==> src/sv/rlfs_pkg.sv <==
// Shared types and constants of the RGB LED frame serializer.
`default_nettype none
package rlfs_pkg;

  localparam int PIXEL_COUNT_DEF = 8;
  localparam int COLOR_W = 24;
  localparam int TICK_W = 12;
  localparam int BIT_POS_W = 5;
  localparam logic [BIT_POS_W-1:0] LAST_BIT = BIT_POS_W'(COLOR_W - 1);
  localparam int IDX_CMP_W = 11;

  localparam logic [TICK_W-1:0] ZERO_HIGH_RST = 12'd5;
  localparam logic [TICK_W-1:0] ONE_HIGH_RST = 12'd20;
  localparam logic [TICK_W-1:0] PERIOD_RST = 12'd25;
  localparam logic [TICK_W-1:0] LATCH_RST = 12'd600;

  typedef enum logic [1:0] {
    CMD_TICK  = 2'd0,
    CMD_WRITE = 2'd1,
    CMD_CLEAR = 2'd2,
    CMD_FILL  = 2'd3
  } cmd_t;

  typedef enum logic [1:0] {
    ST_OK    = 2'd0,
    ST_BUSY  = 2'd1,
    ST_RANGE = 2'd2
  } status_t;

  typedef enum logic [1:0] {
    PH_IDLE  = 2'd0,
    PH_SEND  = 2'd1,
    PH_LATCH = 2'd2
  } phase_t;

  typedef enum logic [1:0] {
    REG_ZERO_HIGH = 2'd0,
    REG_ONE_HIGH  = 2'd1,
    REG_PERIOD    = 2'd2,
    REG_LATCH     = 2'd3
  } reg_idx_t;

  typedef struct packed {
    logic                 rotate;
    logic                 wr;
    logic                 clr;
    logic                 fill;
    logic [7:0]           idx;
    logic [COLOR_W-1:0]   color;
  } cell_ctrl_t;

  typedef struct packed {
    logic level;
    logic busy;
    logic done;
  } seq_out_t;

  typedef struct packed {
    logic [TICK_W-1:0] zero_high;
    logic [TICK_W-1:0] one_high;
    logic [TICK_W-1:0] period;
    logic [TICK_W-1:0] latch;
  } timing_t;

endpackage
`default_nettype wire

==> src/sv/rgb_led_frame_serializer_top.sv <==
// Top level of the RGB LED frame serializer: stream ports, registers, cell chain.
//
// One command is taken per clock cycle unless the result port stalls, and its result
// is registered for the next cycle; a tick advances the line waveform by one step.
// Colors sit in a ring of PIXEL_COUNT cells that rotates by one cell after each 24-bit
// pixel goes out, so the frame reads only cells 0 and 1 and ends with the ring in order.
`default_nettype none
module rgb_led_frame_serializer_top #(
  parameter int PIXEL_COUNT = rlfs_pkg::PIXEL_COUNT_DEF
) (
  input  wire logic        clk,
  input  wire logic        rst,
  input  wire logic        s_tvalid,
  output logic             s_tready,
  // command[1:0], pixel_index[9:2], red[17:10], green[25:18], blue[33:26], zero pad
  input  wire logic [39:0] s_tdata,
  output logic             m_tvalid,
  input  wire logic        m_tready,
  // line_level[0], busy_res[1], status[3:2], frame_done[4], zero pad
  output logic [7:0]       m_tdata,
  input  wire logic        psel,
  input  wire logic        penable,
  input  wire logic        pwrite,
  input  wire logic [3:0]  paddr,
  input  wire logic [31:0] pwdata,
  output logic [31:0]      prdata,
  output logic             pready
);

  rlfs_pkg::cmd_t                       cmd;
  logic [7:0]                           pix_idx;
  logic [7:0]                           red, green, blue;
  logic                                 accept, is_tick, in_range, do_write;
  logic                                 rotate;
  rlfs_pkg::status_t                    status;
  rlfs_pkg::timing_t                    timing;
  rlfs_pkg::cell_ctrl_t                 ctrl;
  rlfs_pkg::phase_t                     phase;
  rlfs_pkg::seq_out_t                   so;
  rlfs_pkg::reg_idx_t                   reg_sel;
  logic [rlfs_pkg::COLOR_W-1:0]         cell_val [PIXEL_COUNT];
  logic [rlfs_pkg::COLOR_W-1:0]         cell_val_next [PIXEL_COUNT];

  assign cmd = rlfs_pkg::cmd_t'(s_tdata[1:0]);
  assign pix_idx = s_tdata[9:2];
  assign red = s_tdata[17:10];
  assign green = s_tdata[25:18];
  assign blue = s_tdata[33:26];

  assign s_tready = !m_tvalid || m_tready;
  assign accept = s_tvalid && s_tready;
  assign is_tick = (cmd == rlfs_pkg::CMD_TICK);
  assign in_range = ({3'b000, pix_idx} < rlfs_pkg::IDX_CMP_W'(PIXEL_COUNT));

  always_comb begin
    status = rlfs_pkg::ST_OK;
    do_write = 1'b0;
    priority if (is_tick) begin
      status = rlfs_pkg::ST_OK;
    end else if (phase != rlfs_pkg::PH_IDLE) begin
      status = rlfs_pkg::ST_BUSY;
    end else if (cmd != rlfs_pkg::CMD_FILL && !in_range) begin
      status = rlfs_pkg::ST_RANGE;
    end else begin
      do_write = 1'b1;
    end
  end

  always_comb begin
    ctrl.rotate = rotate;
    ctrl.wr = accept && do_write;
    ctrl.clr = (cmd == rlfs_pkg::CMD_CLEAR);
    ctrl.fill = (cmd == rlfs_pkg::CMD_FILL);
    ctrl.idx = pix_idx;
    ctrl.color = {green, red, blue};
  end

  for (genvar i = 0; i < PIXEL_COUNT; i++) begin : g_cell
    rlfs_cell #(
      .INDEX(i)
    ) u_cell (
      .clk        (clk),
      .rst        (rst),
      .en         (accept),
      .ctrl       (ctrl),
      .neighbor   (cell_val[(i + 1) % PIXEL_COUNT]),
      .value      (cell_val[i]),
      .value_next (cell_val_next[i])
    );
  end

  rlfs_seq #(
    .PIXEL_COUNT(PIXEL_COUNT)
  ) u_seq (
    .clk         (clk),
    .rst         (rst),
    .adv         (accept && is_tick),
    .start       (accept && do_write),
    .timing      (timing),
    .first_color (cell_val_next[0]),
    .next_color  (cell_val[1 % PIXEL_COUNT]),
    .phase       (phase),
    .so          (so),
    .rotate      (rotate)
  );

  always_ff @(posedge clk) begin
    if (rst) begin
      m_tvalid <= 1'b0;
    end else if (accept) begin
      m_tvalid <= 1'b1;
    end else if (m_tready) begin
      m_tvalid <= 1'b0;
    end
  end

  always_ff @(posedge clk) begin
    if (accept) begin
      m_tdata <= {3'b000, so.done, status, so.busy, so.level};
    end
  end

  assign reg_sel = rlfs_pkg::reg_idx_t'(paddr[3:2]);
  assign pready = 1'b1;

  always_ff @(posedge clk) begin
    if (rst) begin
      timing.zero_high <= rlfs_pkg::ZERO_HIGH_RST;
      timing.one_high <= rlfs_pkg::ONE_HIGH_RST;
      timing.period <= rlfs_pkg::PERIOD_RST;
      timing.latch <= rlfs_pkg::LATCH_RST;
    end else if (psel && penable && pwrite && pready) begin
      unique case (reg_sel)
        rlfs_pkg::REG_ZERO_HIGH: timing.zero_high <= pwdata[rlfs_pkg::TICK_W-1:0];
        rlfs_pkg::REG_ONE_HIGH:  timing.one_high <= pwdata[rlfs_pkg::TICK_W-1:0];
        rlfs_pkg::REG_PERIOD:    timing.period <= pwdata[rlfs_pkg::TICK_W-1:0];
        rlfs_pkg::REG_LATCH:     timing.latch <= pwdata[rlfs_pkg::TICK_W-1:0];
        default: begin
        end
      endcase
    end
  end

  always_comb begin
    prdata = '0;
    unique case (reg_sel)
      rlfs_pkg::REG_ZERO_HIGH: prdata = {20'd0, timing.zero_high};
      rlfs_pkg::REG_ONE_HIGH:  prdata = {20'd0, timing.one_high};
      rlfs_pkg::REG_PERIOD:    prdata = {20'd0, timing.period};
      rlfs_pkg::REG_LATCH:     prdata = {20'd0, timing.latch};
      default:                 prdata = '0;
    endcase
  end

endmodule
`default_nettype wire

==> src/sv/rlfs_cell.sv <==
// One pixel cell of the rotating color chain.
`default_nettype none
module rlfs_cell #(
  parameter int INDEX = 0
) (
  input  wire logic                           clk,
  input  wire logic                           rst,
  input  wire logic                           en,
  input  wire rlfs_pkg::cell_ctrl_t           ctrl,
  input  wire logic [rlfs_pkg::COLOR_W-1:0]   neighbor,
  output logic      [rlfs_pkg::COLOR_W-1:0]   value,
  output logic      [rlfs_pkg::COLOR_W-1:0]   value_next
);

  logic hit;

  assign hit = ({3'b000, ctrl.idx} == rlfs_pkg::IDX_CMP_W'(INDEX));

  always_comb begin
    value_next = value;
    if (ctrl.rotate) begin
      value_next = neighbor;
    end else if (ctrl.wr) begin
      if (ctrl.fill || hit) begin
        value_next = ctrl.color;
      end else if (ctrl.clr) begin
        value_next = '0;
      end
    end
  end

  always_ff @(posedge clk) begin
    if (rst) begin
      value <= '0;
    end else if (en) begin
      value <= value_next;
    end
  end

endmodule
`default_nettype wire

==> src/sv/rlfs_seq.sv <==
// Bit, pixel and latch sequencer that shapes the line waveform.
`default_nettype none
module rlfs_seq #(
  parameter int PIXEL_COUNT = rlfs_pkg::PIXEL_COUNT_DEF
) (
  input  wire logic                           clk,
  input  wire logic                           rst,
  input  wire logic                           adv,
  input  wire logic                           start,
  input  wire rlfs_pkg::timing_t              timing,
  input  wire logic [rlfs_pkg::COLOR_W-1:0]   first_color,
  input  wire logic [rlfs_pkg::COLOR_W-1:0]   next_color,
  output rlfs_pkg::phase_t                    phase,
  output rlfs_pkg::seq_out_t                  so,
  output logic                                rotate
);

  localparam int PW = (PIXEL_COUNT > 1) ? $clog2(PIXEL_COUNT) : 1;
  localparam logic [PW-1:0] LAST_PIX = PW'(PIXEL_COUNT - 1);

  rlfs_pkg::phase_t                     phase_next;
  logic [PW-1:0]                        pix_pos, pix_pos_next;
  logic [rlfs_pkg::BIT_POS_W-1:0]       bit_pos, bit_pos_next;
  logic [rlfs_pkg::TICK_W-1:0]          tick_cnt, tick_cnt_next;
  logic [rlfs_pkg::COLOR_W-1:0]         shift_word, shift_word_next;
  logic [rlfs_pkg::TICK_W:0]            tick_inc;
  logic                                 bit_end, latch_end, pix_end;
  logic [rlfs_pkg::TICK_W-1:0]          high_ticks;

  assign tick_inc = {1'b0, tick_cnt} + 1'b1;
  assign bit_end = tick_inc[rlfs_pkg::TICK_W] ||
                   (tick_inc[rlfs_pkg::TICK_W-1:0] >= timing.period);
  assign latch_end = tick_inc[rlfs_pkg::TICK_W] ||
                     (tick_inc[rlfs_pkg::TICK_W-1:0] >= timing.latch);
  assign pix_end = bit_end && (bit_pos == rlfs_pkg::LAST_BIT);

  always_comb begin
    phase_next = phase;
    pix_pos_next = pix_pos;
    bit_pos_next = bit_pos;
    tick_cnt_next = tick_cnt;
    shift_word_next = shift_word;
    if (start) begin
      phase_next = rlfs_pkg::PH_SEND;
      pix_pos_next = '0;
      bit_pos_next = '0;
      tick_cnt_next = '0;
      shift_word_next = first_color;
    end else if (adv) begin
      unique case (phase)
        rlfs_pkg::PH_SEND: begin
          if (bit_end) begin
            tick_cnt_next = '0;
            shift_word_next = {shift_word[rlfs_pkg::COLOR_W-2:0], 1'b0};
            if (pix_end) begin
              bit_pos_next = '0;
              if (pix_pos == LAST_PIX) begin
                pix_pos_next = '0;
                shift_word_next = '0;
                phase_next = rlfs_pkg::PH_LATCH;
              end else begin
                pix_pos_next = pix_pos + 1'b1;
                shift_word_next = next_color;
              end
            end else begin
              bit_pos_next = bit_pos + 1'b1;
            end
          end else begin
            tick_cnt_next = tick_inc[rlfs_pkg::TICK_W-1:0];
          end
        end
        rlfs_pkg::PH_LATCH: begin
          if (latch_end) begin
            tick_cnt_next = '0;
            phase_next = rlfs_pkg::PH_IDLE;
          end else begin
            tick_cnt_next = tick_inc[rlfs_pkg::TICK_W-1:0];
          end
        end
        default: begin
        end
      endcase
    end
  end

  assign high_ticks = shift_word_next[rlfs_pkg::COLOR_W-1] ? timing.one_high : timing.zero_high;

  assign rotate = adv && (phase == rlfs_pkg::PH_SEND) && pix_end;

  always_comb begin
    so.level = (phase_next == rlfs_pkg::PH_SEND) && (tick_cnt_next < high_ticks);
    so.busy = (phase_next != rlfs_pkg::PH_IDLE);
    so.done = adv && (phase == rlfs_pkg::PH_LATCH) && latch_end;
  end

  always_ff @(posedge clk) begin
    if (rst) begin
      phase <= rlfs_pkg::PH_IDLE;
      pix_pos <= '0;
      bit_pos <= '0;
      tick_cnt <= '0;
      shift_word <= '0;
    end else if (adv || start) begin
      phase <= phase_next;
      pix_pos <= pix_pos_next;
      bit_pos <= bit_pos_next;
      tick_cnt <= tick_cnt_next;
      shift_word <= shift_word_next;
    end
  end

endmodule
`default_nettype wire
==> config.mk <==
export PLATFORM = sky130hd
export DESIGN_NAME = rgb_led_frame_serializer_top
export DESIGN_NICKNAME = d
export VERILOG_FILES = /design/src/sv/rlfs_pkg.sv /design/src/sv/rgb_led_frame_serializer_top.sv /design/src/sv/rlfs_cell.sv /design/src/sv/rlfs_seq.sv
export SDC_FILE = /design/constraint.sdc
export NUM_CORES = 1
export LEC_CHECK = 0
export BUFFER_PORTS_ARGS = -buffer_cell sky130_fd_sc_hd__buf_2
export CAP_MARGIN = 10
export CORE_UTILIZATION = 54
export DETAILED_ROUTE_END_ITERATION = 10
export PLACE_DENSITY = 0.86
export SLEW_MARGIN = 25
export SYNTH_ARGS = -nofsm -noshare
export SYNTH_HDL_FRONTEND = slang
export SYNTH_SLANG_ARGS = --single-unit
==> constraint.sdc <==
create_clock -name clk -period 5.5 [get_ports clk]
set_input_delay 0 -clock clk [delete_from_list [all_inputs] [get_ports clk]]
set_output_delay 0 -clock clk [all_outputs]
set_load 0.02 [all_outputs]
==> out/results.ini <==
[synth]
synthesis.instances = 1810
synth-compound-area-share_pct = 19.9
synthSimpleGateAreaFrac_pct = 24.2
synth_area_sq_um = 14700
yosysWarnings = 0
yosysSeqAreaShare_pct = 40.1
synthDistinctLibCells = 62
synthXorXnorAreaFrac_pct = 0.477
yosys.area.top_type_share_pct = 39.1
yosys_most_used_dff = dfxtp_1
synth_fa_ha_area_share_pct = 3.58
synth_top_family_by_area = simple AND/OR/NAND/NOR gates
ys_seq_elements = 292
muxShareOfSynthArea_pct = 4.36
async_flop_share_pct = 0
synth_top_area_cell = dfxtp_1
synth_enable_flop_cells = 5
synth_area_leaders = dfxtp_1 39%, a311oi_1 10%, nand2_1 7.4%
syn_area_per_cell_sq_um = 8.12

[die]
floorplan.rows = 60
chipHeight_um = 167
pin_count = 126
core_area_sq_um = 26800
die_w_um = 167
die_area_sq_um = 27900
start_util_pct = 54.8

[timing]
max_freq_mhz = 196
rsz0062_at_grt = false
min_period_ns = 5.11
setup_tns_ns = 0
finalSetupViolations = 0
tightest_slew_ns = 0.928
maxSlewHeadroom_pct = 38.1
hold_viol = 0
slew_viol_final = 0
fin_skew_ns = 0.0184
post-route-period-util_pct = 93.0

[setup_path]
reg2reg_slack_ns = 0.39
arrival_ns = 5.53
crit_fanout = 6
endpoint_kind = flop
crit_required_ns = 5.92
critPathLaunchType = flop
path_class = flop to flop

[clock_tree]
post_cts_buffers = 0
cts-htree-levels = 1
clkLatencyLatePin_ns = 0.55
root_buffer = clkbuf_16
cts.reportedPaths.clkPinSlew_ns = 0.06
cts_buffer_depth = 3
cts_tree = built
cts_buffers = 31
clock_sinks = 292

[finish]
mostFrequentLayoutCells = 289 x nand2_1, 285 x dfxtp_1, 241 x nor2_1
multi_input_area_sq_um = 7900
drive_above_1_share_pct = 11.1
seq_area_sq_um = 5900
fillCellCount = 2161
num-nets-final = 1940
antenna_cells = 0
fin_util_pct = 61.3
area_delta_synth_final_pct = 11.8
final_common_cell = nand2_1

[route]
wire_per_inst_um = 18.9
vias_per_cell = 6.39
first_iter_violations = 1482
dr.pass1.iters = 7
vias = 13894
wl_mm = 41.1
drc = 0
ant_nets = 0

[power]
power_leakage_nw = 5.64
powerDensity_nw_per_um2 = 281
vdd_drop_max_mv = 0.222

[min_path]
hold_class = primary input to flop

[global_route]
grt_pass1_wl_mm = 65.9
grt.total_usage_pct = 28.5
grt_max_degree = 147
first_global_vias = 13074
grt-ovfl-total = 0
antenna_found_initial = 0

[flow_run]
drv_cap = 0

[placed_design]
gp_congestion = 0.930
dp_hpwl_mm = 24.7
port_buffers = 73

[status]
status = finished clean

==> repair_timing <==
action,4_1_cts,5_1_grt
hold buffers,43,0
setup endpoints to repair,0,1
resized for setup,0,12
hold endpoints to repair,226,0
==> metal layers <==
metal	GRT usage, %	part of all wire, %	up-vias
met5	0	0	-
met4	14.3	4.6	0
met3	4.13	8.3	146
met2	47.5	48	710
met1	36.1	40	6583
li1	-	-	6455
==> sequential cells by signal (all words and copies together), names as in the netlist <==
| register | cells |
|---|---|
| timing | 48 |
| u_seq.shift_word | 24 |
| u_seq.pix_pos | 3 |
| g_cell.u_cell.value | 192 |
| u_seq.bit_pos | 5 |
| m_tvalid | 1 |
| m_tdata | 5 |
| u_seq.tick_cnt | 12 |
| u_seq.phase | 2 |
==> cell usage after synthesis (3+ instances only) <==
| cell | count |
|---|---|
| o21a_1 | 6 |
| o21ai_0 | 39 |
| a221o_1 | 23 |
| nand3_1 | 177 |
| nor3b_1 | 3 |
| nand4_1 | 5 |
| edfxtp_1 | 5 |
| o22a_1 | 3 |
| a211oi_1 | 5 |
| or3_1 | 3 |
| xor2_1 | 6 |
| nand2b_1 | 28 |
| mux2i_1 | 37 |
| o21ai_1 | 7 |
| ha_1 | 42 |
| nor3_1 | 14 |
| a21o_1 | 6 |
| mux4_2 | 12 |
| a22oi_1 | 20 |
| nand2_1 | 289 |
| a211o_1 | 8 |
| o22ai_1 | 3 |
| a311oi_1 | 170 |
| buf_1 | 18 |
| dfxtp_1 | 287 |
| a21oi_1 | 39 |
| or4_1 | 4 |
| nor2b_1 | 11 |
| a31oi_1 | 21 |
| buf_2 | 45 |
| or2_2 | 8 |
| inv_1 | 28 |
| nand3b_1 | 7 |
| nor2_1 | 243 |
| clkbuf_1 | 103 |
| and3_1 | 7 |
| buf_4 | 39 |
| o32ai_1 | 5 |
==> stage by stage <==
| step | instances | power, mW | setup slack (ns) | hold slack (ns) | area [sq um] |
|---|---|---|---|---|---|
| floorplan | 1832 | 2.52 | 0.433 | 0.118 | 14800 |
| global placement | 2080 | 2.60 | 0.300 | 0.249 | 15000 |
| detailed placement | 2080 | 2.62 | 0.0988 | 0.250 | 15000 |
| CTS | 2176 | 4.62 | 0.0821 | 0.00442 | 16400 |
| global route | 2176 | 4.74 | 0.0765 | 0.119 | 16400 |
| finish | 2176 | 4.62 | 0.387 | 0.0627 | 16400 |
==> kinds of logic (layout without fill, tap and decap cells) <==
logic type,Yosys count,after routing
AO/OA/AOI/OAI,373,373
XOR/XNOR,8,8
adder cells (fa/ha/maj),42,42
buffers and inverters,233,236
flip-flops,292,292
multiplexers,49,49
other,2,24
AND/OR/NAND/NOR,811,811
==> critical path, stage by stage, from the launching register on <==
cell,delay (ns)
dfxtp_2,0.38
ha_1,0.27
nand3_2,0.11
or2_2,0.34
nor3_2,0.26
xor2_1,0.27
ha_1,0.28
nand2_1,0.07
o21ai_0,0.12
nor4b_1,0.44
a21boi_2,0.35
o21ai_4,0.13
or4_1,0.52
a21oi_1,0.17
ha_1,0.26
a21o_1,0.16
a21o_1,0.17
a21oi_1,0.20
o21ai_0,0.12
a211oi_1,0.19
o211a_1,0.18
==> path summary, 6_finish.rpt <==
kind / start / to / depth (start not counted)
worst min register to register: g_cell[6].u_cell.value[21]$_SDFFE_PP0P_ / g_cell[5].u_cell.value[21]$_SDFFE_PP0P_ / 2
worst min-delay path: penable / timing[39]$_SDFFE_PP0P_ / 5
worst max-delay path: u_seq.tick_cnt[0]$_SDFFE_PP0N_ / m_tdata[0]$_DFFE_PP_ / 20
worst max register to register: u_seq.tick_cnt[0]$_SDFFE_PP0N_ / m_tdata[0]$_DFFE_PP_ / 20
==> final cells by class <==
cell class / count / share of cell area [%]
well taps: 341 / 2.60
inverters: 28 / 0.639
multi-input cells: 1307 / 48.1
clock buffers: 46 / 5.30
repair buffers: 155 / 7.00
clock inverters: 7 / 0.525
flip-flops and latches: 292 / 35.9
==> power breakdown <==
| part | internal, mW | leakage [nW] | switching [mW] | total, mW |
|---|---|---|---|---|
| clock | 1.18 | 0.472 | 0.834 | 2.01 |
| sequential | 2.18 | 2.37 | 0.0308 | 2.21 |
| combinational | 0.145 | 2.80 | 0.258 | 0.403 |
Note: power is estimated with default switching activity, not from simulation.
